===== src/design/hwck_pkg.sv =====
// Shared types and constants for the hue window color keep block.
package hwck_pkg;

  // Hue circle in 1/64 degree units.
  parameter logic [15:0] HUE_FULL  = 16'd23040;
  parameter logic [15:0] HUE_HALF  = 16'd11520;
  parameter logic [15:0] HUE_SIXTH = 16'd3840;

  // Number of register stages from input to the result register.
  parameter int NSTG = 6;

  // Quotient bits resolved by each of the three divider stages.
  parameter int DIV_STEPS = 4;

  // Configuration register indexes (byte address / 4).
  typedef enum logic [2:0] {
    REG_CENTRE_HUE   = 3'd0,
    REG_HALF_WIDTH   = 3'd1,
    REG_WEIGHT_RED   = 3'd2,
    REG_WEIGHT_GREEN = 3'd3,
    REG_WEIGHT_BLUE  = 3'd4
  } reg_idx_t;

  // Which component holds the maximum (ties prefer red, then green).
  typedef enum logic [1:0] {
    SECT_RED   = 2'd0,
    SECT_GREEN = 2'd1,
    SECT_BLUE  = 2'd2
  } sect_t;

  // Current configuration.
  typedef struct packed {
    logic [14:0] centre_hue;
    logic [13:0] half_width;
    logic [8:0]  weight_red;
    logic [8:0]  weight_green;
    logic [8:0]  weight_blue;
  } cfg_t;

  // Payload carried through the front stage and the divider stages.
  // work holds {partial remainder, dividend bits / quotient bits}.
  typedef struct packed {
    logic [7:0]  red;
    logic [7:0]  green;
    logic [7:0]  blue;
    logic [7:0]  divisor;
    logic        neg;
    sect_t       sect;
    logic        flat;
    logic [19:0] work;
    logic [16:0] prod_r;
    logic [16:0] prod_g;
    logic [16:0] prod_b;
  } pipe_t;

  // Final result fields.
  typedef struct packed {
    logic [7:0] red;
    logic [7:0] green;
    logic [7:0] blue;
    logic       keep;
  } res_t;

endpackage


===== src/design/hwck_pix_if.sv =====
// Input pixel channel: valid/ready handshake with RGB payload.
interface hwck_pix_if;
  logic       valid;
  logic       ready;
  logic [7:0] red_in;
  logic [7:0] green_in;
  logic [7:0] blue_in;

  modport source (output valid, red_in, green_in, blue_in, input ready);
  modport sink (input valid, red_in, green_in, blue_in, output ready);
endinterface


===== src/design/hwck_res_if.sv =====
// Result pixel channel: valid/ready handshake with RGB and window flag.
interface hwck_res_if;
  logic       valid;
  logic       ready;
  logic [7:0] red_out;
  logic [7:0] green_out;
  logic [7:0] blue_out;
  logic       in_window;

  modport source (output valid, red_out, green_out, blue_out, in_window, input ready);
  modport sink (input valid, red_out, green_out, blue_out, in_window, output ready);
endinterface


===== src/design/hue_window_color_keep.sv =====
// Top level of the hue window color keep filter.
// Throughput: one pixel per cycle while the result side takes results;
// the three-stage long divider for the hue ratio sets the pipeline depth,
// four quotient bits per stage. Each stage holds an item while the next
// is full, so bubbles fill in.
// Reset clears all stage valid bits and restores the register defaults.
module hue_window_color_keep (
  input  logic        clk,
  input  logic        rst,
  input  logic        psel,
  input  logic        penable,
  input  logic        pwrite,
  input  logic [4:0]  paddr,
  input  logic [31:0] pwdata,
  output logic [31:0] prdata,
  output logic        pready,
  hwck_pix_if.sink    pixel,
  hwck_res_if.source  result
);

  hwck_pkg::cfg_t         cfg;
  hwck_pkg::pipe_t        p_front;
  hwck_pkg::pipe_t        p_div1;
  hwck_pkg::pipe_t        p_div2;
  hwck_pkg::pipe_t        p_div3;
  hwck_pkg::res_t         res;
  logic [hwck_pkg::NSTG-1:0] vld;
  logic [hwck_pkg::NSTG-1:0] adv;

  hwck_cfg u_cfg (
    .clk     (clk),
    .rst     (rst),
    .psel    (psel),
    .penable (penable),
    .pwrite  (pwrite),
    .paddr   (paddr),
    .pwdata  (pwdata),
    .prdata  (prdata),
    .pready  (pready),
    .cfg     (cfg)
  );

  // A stage loads when it is empty or its content moves on.
  always_comb begin
    adv[hwck_pkg::NSTG-1] = !vld[hwck_pkg::NSTG-1] || result.ready;
    for (int i = hwck_pkg::NSTG - 2; i >= 0; i--) begin
      adv[i] = !vld[i] || adv[i+1];
    end
  end

  assign pixel.ready = adv[0];

  // Valid bits travel with the data.
  always_ff @(posedge clk) begin
    if (rst) begin
      vld <= '0;
    end else begin
      for (int i = 0; i < hwck_pkg::NSTG; i++) begin
        if (adv[i]) begin
          vld[i] <= (i == 0) ? pixel.valid : vld[(i == 0) ? 0 : i - 1];
        end
      end
    end
  end

  hwck_front u_front (
    .clk   (clk),
    .en    (adv[0]),
    .red   (pixel.red_in),
    .green (pixel.green_in),
    .blue  (pixel.blue_in),
    .cfg   (cfg),
    .pout  (p_front)
  );

  hwck_div_stage u_div1 (.clk(clk), .en(adv[1]), .pin(p_front), .pout(p_div1));
  hwck_div_stage u_div2 (.clk(clk), .en(adv[2]), .pin(p_div1),  .pout(p_div2));
  hwck_div_stage u_div3 (.clk(clk), .en(adv[3]), .pin(p_div2),  .pout(p_div3));

  hwck_window u_window (
    .clk    (clk),
    .en_hue (adv[4]),
    .en_out (adv[5]),
    .pin    (p_div3),
    .cfg    (cfg),
    .res    (res)
  );

  assign result.valid     = vld[hwck_pkg::NSTG-1];
  assign result.red_out   = res.red;
  assign result.green_out = res.green;
  assign result.blue_out  = res.blue;
  assign result.in_window = res.keep;

  // A pixel outside the window leaves as one gray level on all channels.
  a_gray_equal: assert property (@(posedge clk) disable iff (rst)
    (result.valid && !result.in_window) |->
      (result.red_out == result.green_out) && (result.green_out == result.blue_out))
    else $error("gray result channels differ");

  // An accepted pixel occupies the first stage on the next cycle.
  a_accept_loads: assert property (@(posedge clk) disable iff (rst)
    (pixel.valid && pixel.ready) |=> vld[0])
    else $error("accepted pixel lost at first stage");

  // Input back-pressure only when every stage is full.
  a_full_stall: assert property (@(posedge clk) disable iff (rst)
    !pixel.ready |-> (&vld))
    else $error("input stalled with a free stage");

endmodule


===== src/design/hwck_cfg.sv =====
// APB configuration registers for the hue window and gray weights.
module hwck_cfg (
  input  logic             clk,
  input  logic             rst,
  input  logic             psel,
  input  logic             penable,
  input  logic             pwrite,
  input  logic [4:0]       paddr,
  input  logic [31:0]      pwdata,
  output logic [31:0]      prdata,
  output logic             pready,
  output hwck_pkg::cfg_t   cfg
);

  hwck_pkg::reg_idx_t idx;
  logic               wr;

  assign pready = 1'b1;
  assign idx    = hwck_pkg::reg_idx_t'(paddr[4:2]);
  assign wr     = psel && penable && pwrite;

  // Register writes; unknown indexes are ignored.
  always_ff @(posedge clk) begin
    if (rst) begin
      cfg.centre_hue   <= 15'd0;
      cfg.half_width   <= 14'd1920;
      cfg.weight_red   <= 9'd77;
      cfg.weight_green <= 9'd150;
      cfg.weight_blue  <= 9'd29;
    end else if (wr) begin
      unique case (idx)
        hwck_pkg::REG_CENTRE_HUE:   cfg.centre_hue   <= pwdata[14:0];
        hwck_pkg::REG_HALF_WIDTH:   cfg.half_width   <= pwdata[13:0];
        hwck_pkg::REG_WEIGHT_RED:   cfg.weight_red   <= pwdata[8:0];
        hwck_pkg::REG_WEIGHT_GREEN: cfg.weight_green <= pwdata[8:0];
        hwck_pkg::REG_WEIGHT_BLUE:  cfg.weight_blue  <= pwdata[8:0];
        default: ;
      endcase
    end
  end

  // Read-back mux.
  always_comb begin
    unique case (idx)
      hwck_pkg::REG_CENTRE_HUE:   prdata = {17'd0, cfg.centre_hue};
      hwck_pkg::REG_HALF_WIDTH:   prdata = {18'd0, cfg.half_width};
      hwck_pkg::REG_WEIGHT_RED:   prdata = {23'd0, cfg.weight_red};
      hwck_pkg::REG_WEIGHT_GREEN: prdata = {23'd0, cfg.weight_green};
      hwck_pkg::REG_WEIGHT_BLUE:  prdata = {23'd0, cfg.weight_blue};
      default:                    prdata = 32'd0;
    endcase
  end

endmodule


===== src/design/hwck_front.sv =====
// First stage: max/min, sector, hue numerator and gray products.
module hwck_front (
  input  logic            clk,
  input  logic            en,
  input  logic [7:0]      red,
  input  logic [7:0]      green,
  input  logic [7:0]      blue,
  input  hwck_pkg::cfg_t  cfg,
  output hwck_pkg::pipe_t pout
);

  logic [7:0]        mx;
  logic [7:0]        mn;
  logic signed [8:0] num;
  logic [7:0]        abs_num;
  hwck_pkg::sect_t   sect;
  hwck_pkg::pipe_t   pnext;

  // Maximum, minimum and which channel wins the maximum.
  always_comb begin
    mx = red;
    mn = red;
    if (green > mx) mx = green;
    if (blue > mx)  mx = blue;
    if (green < mn) mn = green;
    if (blue < mn)  mn = blue;
    if (red == mx) begin
      sect = hwck_pkg::SECT_RED;
      num  = $signed({1'b0, green}) - $signed({1'b0, blue});
    end else if (green == mx) begin
      sect = hwck_pkg::SECT_GREEN;
      num  = $signed({1'b0, blue}) - $signed({1'b0, red});
    end else begin
      sect = hwck_pkg::SECT_BLUE;
      num  = $signed({1'b0, red}) - $signed({1'b0, green});
    end
    abs_num = num[8] ? 8'(-num) : num[7:0];
  end

  // Assemble the payload; the dividend is |n| * 3840 = |n|*4096 - |n|*256.
  always_comb begin
    pnext.red     = red;
    pnext.green   = green;
    pnext.blue    = blue;
    pnext.divisor = mx - mn;
    pnext.neg     = num[8];
    pnext.sect    = sect;
    pnext.flat    = (mx == mn);
    pnext.work    = {abs_num, 12'd0} - {4'd0, abs_num, 8'd0};
    pnext.prod_r  = 17'(cfg.weight_red * red);
    pnext.prod_g  = 17'(cfg.weight_green * green);
    pnext.prod_b  = 17'(cfg.weight_blue * blue);
  end

  always_ff @(posedge clk) begin
    if (en) begin
      pout <= pnext;
    end
  end

endmodule


===== src/design/hwck_div_stage.sv =====
// One divider stage: four restoring long-division steps on the hue ratio.
module hwck_div_stage (
  input  logic            clk,
  input  logic            en,
  input  hwck_pkg::pipe_t pin,
  output hwck_pkg::pipe_t pout
);

  hwck_pkg::pipe_t pnext;
  logic [19:0]     w;
  logic [8:0]      t;
  logic            qb;

  // Shift the next dividend bit into the remainder, subtract when it fits,
  // and shift the quotient bit in at the bottom.
  always_comb begin
    pnext = pin;
    w     = pin.work;
    for (int i = 0; i < hwck_pkg::DIV_STEPS; i++) begin
      t  = {w[19:12], w[11]};
      qb = (t >= {1'b0, pin.divisor});
      if (qb) t = t - {1'b0, pin.divisor};
      w = {t[7:0], w[10:0], qb};
    end
    pnext.work = w;
  end

  always_ff @(posedge clk) begin
    if (en) begin
      pout <= pnext;
    end
  end

endmodule


===== src/design/hwck_window.sv =====
// Last two stages: hue assembly and gray sum, then window test and select.
module hwck_window (
  input  logic            clk,
  input  logic            en_hue,
  input  logic            en_out,
  input  hwck_pkg::pipe_t pin,
  input  hwck_pkg::cfg_t  cfg,
  output hwck_pkg::res_t  res
);

  typedef struct packed {
    logic [7:0]  red;
    logic [7:0]  green;
    logic [7:0]  blue;
    logic [14:0] hue;
    logic [18:0] gray_sum;
    logic [14:0] centre;
    logic [13:0] half;
  } hue_t;

  hue_t               hnext;
  hue_t               hreg;
  logic signed [16:0] base;
  logic signed [16:0] qs;
  logic signed [16:0] hsum;
  logic [15:0]        gap_raw;
  logic [15:0]        gap;
  logic               keep;
  logic [7:0]         gray;
  hwck_pkg::res_t     rnext;

  // Hue = sector base +/- quotient, wrapped into one turn.
  always_comb begin
    unique case (pin.sect)
      hwck_pkg::SECT_RED:   base = 17'sd0;
      hwck_pkg::SECT_GREEN: base = $signed({1'b0, hwck_pkg::HUE_SIXTH << 1});
      hwck_pkg::SECT_BLUE:  base = $signed({1'b0, hwck_pkg::HUE_SIXTH << 2});
      default:              base = 17'sd0;
    endcase
    qs   = pin.neg ? -$signed({5'd0, pin.work[11:0]}) : $signed({5'd0, pin.work[11:0]});
    hsum = base + qs;
    if (hsum < 0) hsum = hsum + $signed({1'b0, hwck_pkg::HUE_FULL});

    hnext.red      = pin.red;
    hnext.green    = pin.green;
    hnext.blue     = pin.blue;
    hnext.hue      = pin.flat ? 15'd0 : hsum[14:0];
    hnext.gray_sum = {2'b00, pin.prod_r} + {2'b00, pin.prod_g} + {2'b00, pin.prod_b};
    // Centre reduced into one turn, half width capped at half a turn.
    hnext.centre   = ({1'b0, cfg.centre_hue} >= hwck_pkg::HUE_FULL)
                     ? 15'({1'b0, cfg.centre_hue} - hwck_pkg::HUE_FULL)
                     : cfg.centre_hue;
    hnext.half     = ({2'b00, cfg.half_width} > hwck_pkg::HUE_HALF)
                     ? hwck_pkg::HUE_HALF[13:0] : cfg.half_width;
  end

  always_ff @(posedge clk) begin
    if (en_hue) begin
      hreg <= hnext;
    end
  end

  // Circular distance from the centre and the window test.
  always_comb begin
    gap_raw = {1'b0, hreg.hue} + hwck_pkg::HUE_FULL - {1'b0, hreg.centre};
    gap     = (gap_raw >= hwck_pkg::HUE_FULL) ? gap_raw - hwck_pkg::HUE_FULL : gap_raw;
    keep    = (gap <= {2'b00, hreg.half})
              || (gap >= hwck_pkg::HUE_FULL - {2'b00, hreg.half});
    gray    = (hreg.gray_sum[18:16] != 3'd0) ? 8'hFF : hreg.gray_sum[15:8];

    rnext.keep  = keep;
    rnext.red   = keep ? hreg.red   : gray;
    rnext.green = keep ? hreg.green : gray;
    rnext.blue  = keep ? hreg.blue  : gray;
  end

  always_ff @(posedge clk) begin
    if (en_out) begin
      res <= rnext;
    end
  end

endmodule


===== src/flat_wrapper.sv =====
// flat-port wrapper written by rule: the top's interface ports become plain ports
module hue_window_color_keep_flat 
  (clk, rst, psel, penable, pwrite, paddr, pwdata, prdata, pready, pixel_valid, pixel_red_in, pixel_green_in, pixel_blue_in, pixel_ready, result_valid, result_red_out, result_green_out, result_blue_out, result_in_window, result_ready);
  hwck_pix_if pixel_i ();
  hwck_res_if result_i ();
  input  logic clk;
  input  logic rst;
  input  logic psel;
  input  logic penable;
  input  logic pwrite;
  input  logic [4:0] paddr;
  input  logic [31:0] pwdata;
  output logic [31:0] prdata;
  output logic pready;
  input wire logic [$bits(pixel_i.valid)-1:0] pixel_valid;
  input wire logic [$bits(pixel_i.red_in)-1:0] pixel_red_in;
  input wire logic [$bits(pixel_i.green_in)-1:0] pixel_green_in;
  input wire logic [$bits(pixel_i.blue_in)-1:0] pixel_blue_in;
  output wire logic [$bits(pixel_i.ready)-1:0] pixel_ready;
  output wire logic [$bits(result_i.valid)-1:0] result_valid;
  output wire logic [$bits(result_i.red_out)-1:0] result_red_out;
  output wire logic [$bits(result_i.green_out)-1:0] result_green_out;
  output wire logic [$bits(result_i.blue_out)-1:0] result_blue_out;
  output wire logic [$bits(result_i.in_window)-1:0] result_in_window;
  input wire logic [$bits(result_i.ready)-1:0] result_ready;
  assign pixel_i.valid = pixel_valid;
  assign pixel_i.red_in = pixel_red_in;
  assign pixel_i.green_in = pixel_green_in;
  assign pixel_i.blue_in = pixel_blue_in;
  assign pixel_ready = pixel_i.ready;
  assign result_valid = result_i.valid;
  assign result_red_out = result_i.red_out;
  assign result_green_out = result_i.green_out;
  assign result_blue_out = result_i.blue_out;
  assign result_in_window = result_i.in_window;
  assign result_i.ready = result_ready;
  hue_window_color_keep u_core (.clk(clk), .rst(rst), .psel(psel), .penable(penable), .pwrite(pwrite), .paddr(paddr), .pwdata(pwdata), .prdata(prdata), .pready(pready), .pixel(pixel_i), .result(result_i));
endmodule

===== config.mk =====
export PLATFORM = sky130hd
export DESIGN_NAME = hue_window_color_keep_flat
export DESIGN_NICKNAME = d
export VERILOG_FILES = /design/src/design/hwck_pkg.sv /design/src/design/hwck_pix_if.sv /design/src/design/hwck_res_if.sv /design/src/design/hue_window_color_keep.sv /design/src/design/hwck_cfg.sv /design/src/design/hwck_front.sv /design/src/design/hwck_div_stage.sv /design/src/design/hwck_window.sv /design/src/flat_wrapper.sv
export SDC_FILE = /design/constraint.sdc
export NUM_CORES = 1
export LEC_CHECK = 0
export ABC_AREA = 0
export BUFFER_PORTS_ARGS = -buffer_cell sky130_fd_sc_hd__buf_2
export CAP_MARGIN = 20
export CORE_MARGIN = 3
export CORE_UTILIZATION = 40
export DETAILED_ROUTE_END_ITERATION = 10
export GPL_TIMING_DRIVEN = 0
export HOLD_SLACK_MARGIN = 0.08
export PLACE_DENSITY = 0.66
export SYNTH_ARGS = -nofsm -noshare
export SYNTH_HDL_FRONTEND = slang
export SYNTH_HIERARCHICAL = 1
export SYNTH_SLANG_ARGS = --single-unit

===== constraint.sdc =====
create_clock -name clk -period 16.4 [get_ports clk]
set_input_delay 4.92 -clock clk [delete_from_list [all_inputs] [get_ports clk]]
set_output_delay 4.92 -clock clk [all_outputs]
set_load 0.01 [all_outputs]

==> impl_metrics.tcl <==
set metrics [dict create \
    rsz0062_at_grt "false" \
    timing.slew.headroom_pct 39.4 \
    end_kind "flop" \
    postRouteWirelength_um 86700 \
    cts_setup_buffers 0 \
    antenna_left 0 \
    fin_hold_ws_ps 396 \
    fp.dieH_um 311 \
    syn_area_per_cell_um2 11.5 \
    synthesis.area_um2 37200 \
    drtIter0Drc 1861 \
    htreeDepth 2 \
    report.final.setup_viol 0 \
    vias 24265 \
    fin_crit_ps 12720 \
    finalSetupTns_ps 0 \
    nets 3989 \
    worstHoldPathType "flop to flop" \
    crit_type "input port to flop" \
    max_stage_delay_ps 520 \
    area_growth_pct 11.2 \
    crit_fanout 10 \
    hold_viol 0 \
    drive_above_1_share_pct 10.2 \
    dieArea_um2 96800 \
    grt_max_degree 57 \
    cts-root-buf "clkbuf_16" \
    core_um2 91900 \
    cts_hold_buf 0 \
    outcome "complete, no violations" \
    cts_max_path_buffers 3 \
    drv_slew 0 \
    drc_errors 0 \
    tightest_slew_ps 905 \
    io_pins 128 \
    maxCapViolCount 0 \
    antenna_found_initial 13 \
    cp.arrival_ps 13070 \
    hpwl_um 68500 \
    cts_made_buffers 57 \
    clock_sinks 570 \
    cts_resized 0 \
    slowest_stage "clkbuf_1" \
    grt_usage_pct 17.7 \
    synth_warnings 6 \
    fin_worst_skew_ps 26.5 \
    start_util_pct 40.5 \
    grt_remaining_overflow 0 \
    tritoncts "done" \
    clkSlewWorstSetupHoldPaths_ps 60 \
    rows 111 \
    netlist_instances 3242 \
    grt_first_pass_wirelength_um 135000 \
    cp-start-kind "input port" \
    port_buffers 89 \
    place_congestion 0.865 \
    avgRoutedWirePerCell_um 18.4 \
    drt_first_pass_iters 6 \
    vias_per_cell 5.15 \
    max_freq_ghz 0.0786 \
    grt_pass1_vias 23856 \
    fin_crit_sh_pct 77.6 \
    crit_required_ps 16750 \
    die_w_um 311 \
    insertion_delay_ps 610 \
]
==> placed cells by master, fill, tap and decap left out, drive strengths merged, types with 12 or more instances in the layout <==
cell type / instances
a22oi: 19
o21ai: 120
a2bb2oi: 24
o21a: 18
o21bai: 14
a21boi: 13
nand4: 32
nand3: 26
clkinv: 12
mux2i: 98
edfxtp: 508
buf: 148
fa: 159
inv: 362
mux2: 57
nand2: 201
nor2b: 24
xor2: 45
a21o: 71
a21oi: 159
ha: 342
xnor2: 146
or3: 12
dfxtp: 62
a211oi: 32
and2: 126
clkbuf: 136
o22ai: 15
o31ai: 13
conb: 26
nor2: 183
nand2b: 77
nor3: 36
==> worst max-delay path: cells and delay by family <==
family	cells	cell delay (ps)
AOI/OAI and AO/OA	12	3100
and+or+nand+nor	6	810
xor gates and xnor gates	1	150
buffers and inverters	10	2390
adders and majority gates	5	1680
==> path summary, 6_finish.rpt <==
kind | start | to | slack [ps] | depth (start not counted)
max | pixel_green_in[6] | u_core/u_front/pout[69] | 3680 | 34
min | u_core/u_div2/pout[7] | u_core/u_div3/pout[7] | 400 | 0
max reg2reg | u_core/u_front/pout[81] | u_core/u_div1/pout[64] | 7220 | 36
min reg2reg | u_core/u_div2/pout[7] | u_core/u_div3/pout[7] | 400 | 0
==> state kept, by name (all words and copies together) (netlist names) <==
| signal | flops |
|---|---|
| u_core/u_div1/pout | 107 |
| u_core/u_div2/pout | 107 |
| u_core/u_front/pout | 99 |
| u_core/u_div3/pout | 91 |
| u_core/u_window/hreg | 79 |
| u_core/u_cfg/cfg | 56 |
| u_core/u_window/res | 25 |
| u_core/vld | 6 |
==> layout make-up <==
type / instances / area, um2
antenna: 3 / 7.51
tap: 1243 / 1560
inverter: 357 / 1350
buffer: 105 / 617
multi-input combinational: 2233 / 18900
clock buffer: 83 / 1640
fill: 8488 / 50500
timing repair buffer: 96 / 638
sequential: 570 / 16500
clock inverter: 22 / 230
==> metal layers <==
layer	vias to the layer above	routed length, um	global-route usage, %
met2	631	38400	27.8
met1	11767	41100	25.8
met5	-	0	0
met4	0	1380	3.43
li1	11774	-	-
met3	93	5800	3.20
==> per-stage QoR <==
step	util, %	std cells	setup slack (ps)	area (um2)
after global routing	45.0	4709	3080	41400
after global placement	42.8	4597	2430	39300
final	45.1	4712	3680	41400
after CTS	45.0	4708	3830	41400
after floorplan	-	3265	4470	37300
after detailed placement	43.0	4603	3160	39500
Power is not shown: default switching activity piles up to over one toggle a cycle in this logic, so the estimate is an artifact.
